[src/gcd_pkg.sv]
package gcd_pkg;

  localparam int unsigned DenomW       = 31;
  localparam int unsigned SlotW        = 3;
  localparam int unsigned DenomSlotsDef = 7;
  localparam int unsigned CntW         = 5;

  // configuration register indexes
  localparam logic [SlotW-1:0] RegActiveCount = 3'd0;
  localparam logic [SlotW-1:0] RegDenomBase   = 3'd1;

  typedef struct packed {
    logic              vld;
    logic [DenomW-1:0] value;
  } entry_t;

  typedef struct packed {
    logic clr;
    logic ins;
    logic shift;
  } cell_ctrl_t;

endpackage

[src/gcd_sort_cell.sv]
module gcd_sort_cell (
  input  logic                        clk_i,
  input  logic                        rst_ni,
  input  gcd_pkg::cell_ctrl_t         ctrl_i,
  input  logic [gcd_pkg::DenomW-1:0]  new_value_i,
  input  gcd_pkg::entry_t             prev_i,
  input  gcd_pkg::entry_t             next_i,
  output gcd_pkg::entry_t             entry_o
);

  gcd_pkg::entry_t entry_q, entry_d;
  logic gt_prev, gt_self;

  // an empty slot ranks below any value; equal values keep their place
  assign gt_prev = !prev_i.vld || (new_value_i > prev_i.value);
  assign gt_self = !entry_q.vld || (new_value_i > entry_q.value);

  always_comb begin
    entry_d = entry_q;
    if (ctrl_i.clr) begin
      entry_d.vld = 1'b0;
    end else if (ctrl_i.ins) begin
      if (gt_prev) begin
        entry_d = prev_i;
      end else if (gt_self) begin
        entry_d.vld   = 1'b1;
        entry_d.value = new_value_i;
      end
    end else if (ctrl_i.shift) begin
      entry_d = next_i;
    end
  end

  always_ff @(posedge clk_i or negedge rst_ni) begin
    if (!rst_ni) begin
      entry_q.vld   <= 1'b0;
      entry_q.value <= '0;
    end else begin
      entry_q <= entry_d;
    end
  end

  assign entry_o = entry_q;

endmodule

[src/gcd_divider.sv]
module gcd_divider (
  input  logic                        clk_i,
  input  logic                        rst_ni,
  input  logic                        start_i,
  input  logic [gcd_pkg::DenomW-1:0]  dividend_i,
  input  logic [gcd_pkg::DenomW-1:0]  divisor_i,
  output logic                        done_o,
  output logic [gcd_pkg::DenomW-1:0]  quotient_o,
  output logic [gcd_pkg::DenomW-1:0]  remainder_o
);

  localparam int unsigned W = gcd_pkg::DenomW;

  logic [W-1:0] rem_q, rem_d, quo_q, quo_d, dsr_q;
  logic [gcd_pkg::CntW-1:0] cnt_q, cnt_d;
  logic busy_q, busy_d, done_q, done_d;
  logic [W:0] trial;
  logic       fits;

  assign trial = {rem_q, quo_q[W-1]};
  assign fits  = trial >= {1'b0, dsr_q};

  always_comb begin
    rem_d  = rem_q;
    quo_d  = quo_q;
    cnt_d  = cnt_q;
    busy_d = busy_q;
    done_d = 1'b0;
    if (start_i) begin
      rem_d  = '0;
      quo_d  = dividend_i;
      cnt_d  = '0;
      busy_d = 1'b1;
    end else if (busy_q) begin
      // one quotient bit per cycle, restoring
      rem_d = fits ? W'(trial - {1'b0, dsr_q}) : trial[W-1:0];
      quo_d = {quo_q[W-2:0], fits};
      cnt_d = cnt_q + 1'b1;
      if (cnt_q == gcd_pkg::CntW'(W - 1)) begin
        busy_d = 1'b0;
        done_d = 1'b1;
      end
    end
  end

  always_ff @(posedge clk_i or negedge rst_ni) begin
    if (!rst_ni) begin
      busy_q <= 1'b0;
      done_q <= 1'b0;
      cnt_q  <= '0;
    end else begin
      busy_q <= busy_d;
      done_q <= done_d;
      cnt_q  <= cnt_d;
    end
  end

  always_ff @(posedge clk_i) begin
    rem_q <= rem_d;
    quo_q <= quo_d;
    if (start_i) dsr_q <= divisor_i;
  end

  assign done_o      = done_q;
  assign quotient_o  = quo_q;
  assign remainder_o = rem_q;

endmodule

[src/greedy_change_dispenser_core.sv]
// Greedy change dispenser.
// Slave stream: one word per withdrawal request, tdata holds the amount.
// Master stream: one word per active denomination, largest value first
// (equal values in slot order), carrying the denomination, the number of
// pieces and the amount still unpaid; tlast marks the final word, whose
// remainder is what could not be paid. With no active slots one word with
// denomination 0 and count 0 is given.
// Config channel: index 0 writes active_count, indexes 1..7 write the
// denomination slots; writes are taken in every cycle.
// Sequence: a request loads n active slots into a row of sort cells, one slot
// per cycle, then takes a decision step, then runs one bit-serial division
// per denomination: a start step, the quotient bits, a done step and an
// output step.
// One request is in work at a time; tready is high only between requests.
// Receiver stall: the pending word holds in the output register and the
// block waits; nothing is dropped.
// Reset: active_count clears to 0, all denominations to 1, the block idles.
module greedy_change_dispenser_core #(
  parameter int unsigned DENOM_SLOTS = gcd_pkg::DenomSlotsDef
) (
  input  logic        clk_i,
  input  logic        rst_ni,
  // request stream
  input  logic        s_axis_tvalid,
  output logic        s_axis_tready,
  input  logic [31:0] s_axis_tdata,   // [30:0] amount
  // result stream
  output logic        m_axis_tvalid,
  input  logic        m_axis_tready,
  output logic [95:0] m_axis_tdata,   // [30:0] denomination, [61:31] piece_count,
                                      // [92:62] remaining
  output logic        m_axis_tlast,   // last
  // configuration
  input  logic        cfg_valid_i,
  output logic        cfg_ready_o,
  input  logic [2:0]  cfg_index_i,
  input  logic [30:0] cfg_data_i
);

  localparam int unsigned W  = gcd_pkg::DenomW;
  localparam int unsigned SW = gcd_pkg::SlotW;

  typedef enum logic [2:0] {
    StIdle, StLoad, StStart, StDiv, StOut
  } state_e;

  state_e state_q;

  // configuration registers
  logic [SW-1:0] active_q;
  logic [W-1:0]  denom_q [DENOM_SLOTS];
  logic [SW-1:0] n_act;

  always_ff @(posedge clk_i or negedge rst_ni) begin
    if (!rst_ni) begin
      active_q <= '0;
      for (int i = 0; i < DENOM_SLOTS; i++) denom_q[i] <= W'(1);
    end else if (cfg_valid_i) begin
      if (cfg_index_i == gcd_pkg::RegActiveCount) begin
        active_q <= cfg_data_i[SW-1:0];
      end else begin
        for (int i = 0; i < DENOM_SLOTS; i++) begin
          if (cfg_index_i == SW'(gcd_pkg::RegDenomBase + SW'(i))) denom_q[i] <= cfg_data_i;
        end
      end
    end
  end

  assign cfg_ready_o = 1'b1;
  // clamp the slot count to the built row
  assign n_act = (active_q > SW'(DENOM_SLOTS)) ? SW'(DENOM_SLOTS) : active_q;

  // sort row
  gcd_pkg::cell_ctrl_t cell_ctrl;
  gcd_pkg::entry_t     cells [DENOM_SLOTS];
  gcd_pkg::entry_t     top_entry, bottom_entry;
  logic [SW-1:0]       ptr_q;
  logic [W-1:0]        ins_value;

  assign top_entry.vld      = 1'b1;
  assign top_entry.value    = '1;
  assign bottom_entry.vld   = 1'b0;
  assign bottom_entry.value = '0;
  assign ins_value = denom_q[ptr_q];

  for (genvar g = 0; g < DENOM_SLOTS; g++) begin : g_cell
    gcd_sort_cell u_cell (
      .clk_i       (clk_i),
      .rst_ni      (rst_ni),
      .ctrl_i      (cell_ctrl),
      .new_value_i (ins_value),
      .prev_i      ((g == 0) ? top_entry : cells[(g == 0) ? 0 : g - 1]),
      .next_i      ((g == DENOM_SLOTS - 1) ? bottom_entry
                                           : cells[(g == DENOM_SLOTS - 1) ? g : g + 1]),
      .entry_o     (cells[g])
    );
  end

  // shared divider
  logic         div_start, div_done;
  logic [W-1:0] div_quo, div_rem;
  logic [W-1:0] left_q;

  gcd_divider u_div (
    .clk_i       (clk_i),
    .rst_ni      (rst_ni),
    .start_i     (div_start),
    .dividend_i  (left_q),
    .divisor_i   (cells[0].value),
    .done_o      (div_done),
    .quotient_o  (div_quo),
    .remainder_o (div_rem)
  );

  logic [W-1:0] out_denom_q, out_count_q;
  logic         out_last_q, out_vld_q;

  assign div_start = (state_q == StStart);

  always_comb begin
    cell_ctrl.clr   = (state_q == StIdle) && s_axis_tvalid;
    cell_ctrl.ins   = (state_q == StLoad) && (ptr_q != n_act);
    cell_ctrl.shift = (state_q == StOut) && m_axis_tready;
  end

  always_ff @(posedge clk_i or negedge rst_ni) begin
    if (!rst_ni) begin
      state_q     <= StIdle;
      ptr_q       <= '0;
      out_vld_q   <= 1'b0;
      left_q      <= '0;
      out_denom_q <= '0;
      out_count_q <= '0;
      out_last_q  <= 1'b0;
    end else begin
      case (state_q)
        StIdle: begin
          if (s_axis_tvalid) begin
            left_q <= s_axis_tdata[W-1:0];
            ptr_q  <= '0;
            state_q <= StLoad;
          end
        end
        StLoad: begin
          if (ptr_q != n_act) begin
            ptr_q <= ptr_q + 1'b1;
          end else if (n_act == '0) begin
            // no active slots: one flagged empty word
            out_denom_q <= '0;
            out_count_q <= '0;
            out_last_q  <= 1'b1;
            out_vld_q   <= 1'b1;
            state_q     <= StOut;
          end else begin
            ptr_q   <= '0;
            state_q <= StStart;
          end
        end
        StStart: state_q <= StDiv;
        StDiv: begin
          if (div_done) begin
            out_denom_q <= cells[0].value;
            out_last_q  <= (ptr_q == n_act - 1'b1);
            // a zero denomination pays nothing
            if (cells[0].value == '0) begin
              out_count_q <= '0;
            end else begin
              out_count_q <= div_quo;
              left_q      <= div_rem;
            end
            out_vld_q <= 1'b1;
            state_q   <= StOut;
          end
        end
        StOut: begin
          if (m_axis_tready) begin
            out_vld_q <= 1'b0;
            if (out_last_q) begin
              state_q <= StIdle;
            end else begin
              ptr_q   <= ptr_q + 1'b1;
              state_q <= StStart;
            end
          end
        end
        default: state_q <= StIdle;
      endcase
    end
  end

  assign s_axis_tready = (state_q == StIdle);
  assign m_axis_tvalid = out_vld_q;
  assign m_axis_tdata  = {3'b000, left_q, out_count_q, out_denom_q};
  assign m_axis_tlast  = out_last_q;

endmodule
[config.mk]
export PLATFORM = sky130hd
export DESIGN_NAME = greedy_change_dispenser_core
export DESIGN_NICKNAME = d
export VERILOG_FILES = /design/src/gcd_pkg.sv /design/src/gcd_sort_cell.sv /design/src/gcd_divider.sv /design/src/greedy_change_dispenser_core.sv
export SDC_FILE = /design/constraint.sdc
export NUM_CORES = 2
export LEC_CHECK = 0
export ABC_AREA = 1
export BUFFER_PORTS_ARGS = -buffer_cell sky130_fd_sc_hd__buf_4
export CORE_MARGIN = 2
export CORE_UTILIZATION = 55
export CTS_CLUSTER_DIAMETER = 60
export DETAILED_ROUTE_END_ITERATION = 12
export PLACE_DENSITY = 0.71
export SYNTH_ARGS = -nofsm -noshare
export SYNTH_HDL_FRONTEND = slang
export SYNTH_HIERARCHICAL = 1
export SYNTH_SLANG_ARGS = --single-unit
[constraint.sdc]
create_clock -name clk_i -period 6.45 [get_ports clk_i]
set_input_delay 1.6125 -clock clk_i [delete_from_list [all_inputs] [get_ports clk_i]]
set_output_delay 1.6125 -clock clk_i [all_outputs]
set_load 0.05 [all_outputs]
After elaboration in Yosys (flattened, before gate mapping) --
Cells that the tools add are included.
Word-level totals: flip-flop bits (word level) 645, latch bits 0, RAM bits 0, ROM bits 0, input port bits 71, output and inout bits 100, word-level logic and storage cells 225, memories kept 0
Operators by class: $add $sub $neg 4, multipliers 0, div/mod/pow operators 0, $lt $le $gt $ge 11, equality and inequality tests 36, shifts and indexed selects 0, multiplexer cells 81, bitwise operators 3, reductions and logical operators 55
Operators with widths (number):
- $mux W32 | 28
- $mux W31 | 13
- $gt A31 B31 Y1 | 7
- $pmux W31 S2 | 3
- $bmux W31 S3 | 1
- $reduce_and A3 Y1 | 14
- $mux W3 | 11
- $ge A32 B31 Y1 | 1
- $gt A31 B31 Y1 const B | 1
- $logic_not A31 Y1 | 1
- $sub A31 B31 Y31 | 1
- $ne A4 B1 Y1 const B | 7
- $ne A3 B1 Y1 const B | 7
- $mux W1 | 18
- $reduce_and A2 Y1 | 8
- $eq A3 B3 Y1 const B | 5
- $pmux W3 S5 | 1
- $eq A3 B2 Y1 const B | 4
- $reduce_and A4 Y1 | 3
- $mux W5 | 2
- $ne A2 B2 Y1 const B | 5
- $reduce_and A5 Y1 | 2
- $logic_not A3 Y1 | 3
- $pmux W3 S3 | 1
- 21 further kinds | 43

Depth between registers and ports, before layout --
word-level depth 10, mapped depth 26, gate-level depth less buffers 23

By module --
Netlist, hierarchy kept.
By module, submodules not included:
- gcd_sort_cell | times used 7, cells each 645, area an instance 3915.0 µm², seq. area each 800.8 µm²
- greedy_change_dispenser_core | times used 1, cells each 1757, area an instance 14378.8 µm², seq. area each 8041.5 µm²
- gcd_divider | times used 1, cells each 968, area an instance 6769.0 µm², seq. area each 2657.5 µm²

Worst setup path before layout --
Ideal clock, no wire load.
path type register to register, start register state_q[2], end register u_div.quo_q[0] (netlist: u_div/quotient_o[0]), enable pin, library setup time 408 ps, data arrival time 3530 ps, data required time 6042 ps, slack 2512 ps, cell stages (with the launch flop) 8, buffers on the path 2, period minus slack after synthesis 3938 ps, path through dfrtp_1 inv_2 nand2_1 nor2_1 clkbuf_1 nor2_1 inv_1 clkbuf_1
Between the ends: cells in the longest elaborated chain, start to end 2
Ends and longest elaborated chain:
- start, declared | line greedy_change_dispenser_core.sv:47 | state_e state_q;
- start signal, assigned | line greedy_change_dispenser_core.sv:128 | state_q <= StIdle;
- start signal, assigned | line greedy_change_dispenser_core.sv:141 | state_q <= StLoad;
- start signal, assigned | line greedy_change_dispenser_core.sv:153 | state_q <= StOut;
- $eq A3 B2 Y1 | line greedy_change_dispenser_core.sv:118 | assign div_start = (state_q == StStart);
- named net div_start | line greedy_change_dispenser_core.sv:100 | logic div_start, div_done;
- $reduce_bool A2 Y1 (no source line)
- end signal, assigned | line gcd_divider.sv:60 | quo_q <= quo_d;
- end, declared | line gcd_divider.sv:14 | logic [W-1:0] rem_q, rem_d, quo_q, quo_d, dsr_q;
The timed path passes the listed nets, and every way through them passes these cells. A chain may end at the register's enable or synchronous reset.

Worst setup path after layout --
start register ptr_q[0], end register g_cell[0].u_cell.entry_q (netlist bit g_cell[0].u_cell/entry_o[31])
Between the ends: cells in the longest elaborated chain, start to end 8, elaborated cells between the ends (all ways) 15, classes of those cells order compare (2); eq/ne (2); mux (6); bitwise (1); reduce/logical (4)
Ends and longest elaborated chain:
- start, declared | line greedy_change_dispenser_core.sv:77 | logic [SW-1:0] ptr_q;
- start signal, assigned | line greedy_change_dispenser_core.sv:146 | ptr_q <= ptr_q + 1'b1;
- start signal, assigned | line greedy_change_dispenser_core.sv:181 | ptr_q <= ptr_q + 1'b1;
- $not A3 Y4 (implied by the code) (*) | line greedy_change_dispenser_core.sv:84 | assign ins_value = denom_q[ptr_q];
- $bmux W31 S3 (*) | line greedy_change_dispenser_core.sv:84
- $mux W31 (implied by the code) (*) (2 in a row) | line greedy_change_dispenser_core.sv:84
- named net ins_value[20] | line greedy_change_dispenser_core.sv:78 | logic [W-1:0] ins_value;
- $gt A31 B31 Y1 (on tied branches) | line gcd_sort_cell.sv:16, gcd_sort_cell.sv:15
- $logic_or A1 B1 Y1 or $mux W32 (tied branches) | line gcd_sort_cell.sv:16, gcd_sort_cell.sv:23
- $ne A4 B1 Y1 (no source line) or $mux W32 (tied branches)
- $reduce_and A2 Y1 (no source line) or $mux W1 (tied branches)
- end signal, assigned | line gcd_sort_cell.sv:39 | entry_q <= entry_d;
- end, declared | line gcd_sort_cell.sv:11 | gcd_pkg::entry_t entry_q, entry_d;
Mark *: on every way through the listed nets, which the timed path passes. The rest lies on a longest branch. The select of a mux whose other input is x is not followed.

==> results.md <==
- The placer's final routability congestion estimate is roughly 0.97.
- Summed over all nets, the half-perimeter wirelength after detailed placement is 98900 um.
- Yosys mapped a number of flops with a built-in enable equal to 62.
- At the later pin of the worst-skew pair, clock insertion delay measures 0.67 ns.
- The clock passes through at most 3 buffers.
- The worst max-slew margin expressed relative to the limit is 0.252.
- The filler cells instantiated in the layout total about 8000.
- The first detailed-routing pass ran for 5 iterations.
- After the first detailed-routing iteration, the DRC count stood at between 3000 and 4000.
- The detailed-route vias per instance is 5.27.
- The starting density of the core is 0.557.
- Counting cells, the worst reg-to-reg path comes to 17.
- The average detailed-routed wire length per instance is 16.0 um.
- The initial antenna violation count was 0.
- The number of sinks driven by the clock tree is approximately 650.
- Synthesis produced 7240 cells.
- The global-route wire length before repair is between 200000 and 250000 um.
- The number of setup violations in the final report is 0.
- In the final design database the tool counted 7873 nets.
- The total via count in the routed design is ~45000.
- The run finished with clean final reports.
- The via count of the first global-routing pass came to 43100.
- A synthesized cell averages 6.71 sq um.
- Between clock sinks in the finished design, the worst skew comes to about 0.019 ns.
- The async set-or-reset flop fraction in the synthesized netlist is 0.856.
- Entering global routing, the biggest net connects 126 pins.
- The number of ports placed on the die boundary is 171.
- The flip-flop and latch count after synthesis is 645.
- The part of the Yosys area used for sequential elements is 0.336.
- The number of hold violations in the final report is 0.
- The setup slack on the worst flop-to-flop path is 1.61 ns.
- The predominant post-synthesis flop cell is dfrtp_1.
- The residual overflow from global routing is 0.
- The cts-stage hold buffer count is 0.
- The final clock period utilization by the worst path is 0.751.
- Input and output buffers added on the ports amount to 165.
- Setup repair after global routing left no endpoint under its margin.
- By startpoint and endpoint, the worst setup path is classified as register to register.
- The worst setup path is captured at a register.
- In the layout the commonest cells are nand2_1, inv_1, nand3_1.
- TritonCTS built the clock tree.
- The final count of pins violating max slew is 0.
- The share of final-layout standard cells stronger than drive strength 1 is 0.0757.
- The clock tree synthesis step divided the H-tree into 3 levels.
- For the worst setup path, the data required time is 7.00 ns.
- The count of yosys warnings during synthesis is 6.
- The worst hold endpoint is out_denom_q[22]$_DFFE_PN0P_.
- The core box area is 87200 sq um.
- Once detail routing completed, the nets flagged for antenna violations numbered 0.
- The chip width is 301 um.
- The library cell used most frequently in the layout, excluding fill and tap cells, is nand2_1.
- The buffer count from post-CTS setup fixing is 0.
- Row generation in the floorplan step produced 108 rows.
- The tightest min-delay check is of the register to register type.
- The slew at the pin closest to its max-slew limit is 1.12 ns.
- The number of gates given a new drive strength after cts is 0.
- The repair_antennas step left the layout with diodes totalling 0.
- The floorplan step set the die height to 301 um.
- At the worst endpoint, the arrival time is 5.39 ns.
- In this run the most critical hold path is launched from out_denom_q[22]$_DFFE_PN0P_.
- The tool flagged a number of max-cap violations equal to 0.
- The aggregate routed wire length is between 100000 and 150000 um.
- The layout overhead on the synthesized area is 9.79%.
- The worst register-to-register path begins at ptr_q[0]$_DFFE_PN0P_.
- Across every metal layer, demand over resource in global routing totals 0.304.
- The maximum clock frequency is 207 MHz.
- The synthesized netlist contains 51 unique library cells.
- The post-layout minimum cycle time is a little under 5 ns.
- The worst register-to-register path ends at g_cell[0].u_cell/entry_o[31]$_DFFE_PN0P_.
- Along the worst hold path, the cell count comes to 2.
- The die area is 90700 sq um.
- The largest fanout on the critical path is 81.
- The detailed-route DRC error count is 0.
- After clock tree synthesis, the clock-pin slew on the worst setup and hold paths is about 0.060 ns.
- In this run the clock root is driven by a clkbuf_16.
- The post-synthesis instance area is 48600 sq um.
- Counting the buffers created by CTS gives 81.
- In the final timing run, aggregate negative setup slack is 0 ns.
- The worst setup path is launched from a register.
-- sequential cells by signal (all words and copies together) (netlist names), 5 cells and up --
register and flops:
out_denom_q 31, u_div/remainder_o 31, u_div/cnt_q 5, g_cell.u_cell/entry_o 224
left_q 31, u_div/quotient_o 31, out_count_q 31, denom_q 217
u_div/dsr_q 31
-- kinds of logic after synthesis --
group,synth area share
adder cells (fa/ha/maj),0.122
XOR/XNOR,0.00379
AO/OA/AOI/OAI,0.0654
multiplexers,0.00144
other,0.000155
buffers and inverters,0.121
flip-flops,0.336
AND/OR/NAND/NOR,0.351
-- area by class of cell --
| cell class | count | area [sq um] | area share |
|---|---|---|---|
| multi-input combinational | 5250 | 26800 | 0.503 |
| sequential | 645 | 16300 | 0.306 |
| inverter | 1107 | 4160 | 0.0781 |
| clock buffer | 119 | 2330 | 0.0437 |
| timing repair buffer | 246 | 1920 | 0.0360 |
| tap | 1155 | 1450 | 0.0271 |
| clock inverter | 28 | 318 | 0.00596 |
-- through the flow --
stage               utilization  area, sq um  instances  setup slack, ns  hold slack (ns)
global placement          0.581        50700       8403             1.77            0.456
detailed placement        0.581        50700       8403             1.66            0.461
global route              0.612        53300       8550             1.31            0.489
floorplan                     -        48800       7307             2.51            0.435
finish                    0.612        53300       8550             1.61            0.475
CTS                       0.612        53300       8550             1.65            0.475
-- worst max-delay path by stage --
stage	startpoint	depth (start not counted)	end	slack, ns
after floorplan	state_q[2]$_DFFE_PN0P_	7	u_div/quotient_o[0]$_DFFE_PP_	2.51
after global placement	ptr_q[0]$_DFFE_PN0P_	17	g_cell[0].u_cell/entry_o[31]$_DFFE_PN0P_	1.77
after CTS	ptr_q[0]$_DFFE_PN0P_	17	g_cell[0].u_cell/entry_o[31]$_DFFE_PN0P_	1.65
after global routing	ptr_q[0]$_DFFE_PN0P_	17	g_cell[0].u_cell/entry_o[31]$_DFFE_PN0P_	1.31
after detailed placement	ptr_q[0]$_DFFE_PN0P_	17	g_cell[0].u_cell/entry_o[31]$_DFFE_PN0P_	1.66
final	ptr_q[0]$_DFFE_PN0P_	17	g_cell[0].u_cell/entry_o[31]$_DFFE_PN0P_	1.61
-- synthesized netlist by cell type (6+ instances only) --
master | count | area (sq um)
nand2_1 | 2856 | 10700
inv_1 | 1090 | 4090
nand3_1 | 613 | 3070
dfrtp_1 | 545 | 13600
ha_1 | 470 | 5880
nor2_1 | 386 | 1450
o21ai_0 | 236 | 1180
a21oi_1 | 226 | 1130
clkbuf_1 | 159 | 597
edfxtp_1 | 62 | 1860
buf_6 | 51 | 574
buf_2 | 48 | 240
nand4_1 | 46 | 288
nor3_1 | 42 | 210
nand2_2 | 38 | 238
buf_4 | 36 | 270
a31oi_1 | 32 | 200
dfxtp_1 | 31 | 621
o32ai_1 | 31 | 272
a21o_1 | 28 | 210
nor2_2 | 24 | 150
nand3_2 | 19 | 190
nand3b_1 | 17 | 128
xnor2_1 | 16 | 140
nor2_4 | 15 | 169
nor3_2 | 15 | 150
o21ai_1 | 13 | 65.1
inv_2 | 11 | 41.3
buf_1 | 10 | 37.5
a21boi_1 | 7 | 52.6
and3_1 | 7 | 43.8
dfstp_2 | 7 | 184
mux2i_1 | 7 | 70.1
nand4_2 | 7 | 87.6
or2_2 | 7 | 43.8
clkinv_1 | 6 | 22.5
-- routing by layer --
metal,vias to the layer above,wire (um),global-route usage
met3,236,6570,0.0311
met1,20900,59700,0.396
met5,-,0,0
met2,1151,65200,0.522
li1,22700,-,-
met4,0,5660,0.120
-- critical path, cell delays in order (launching register included) --
cell	delay, ns
dfrtp_2	0.43
inv_4	0.60
nor2_1	0.08
o32ai_1	0.26
nor2_1	0.12
a21oi_4	0.76
buf_4	0.29
ha_1	0.16
nand2_1	0.06
nor2_1	0.17
nand4_1	0.17
nor2_1	0.19
nand2_1	0.08
nand2_1	0.05
a21oi_1	0.06
nand2_2	0.09
nand3_2	0.59
o21ai_0	0.42
Power is not shown: default switching activity piles up to over one toggle a cycle in this logic, so the estimate is an artifact.
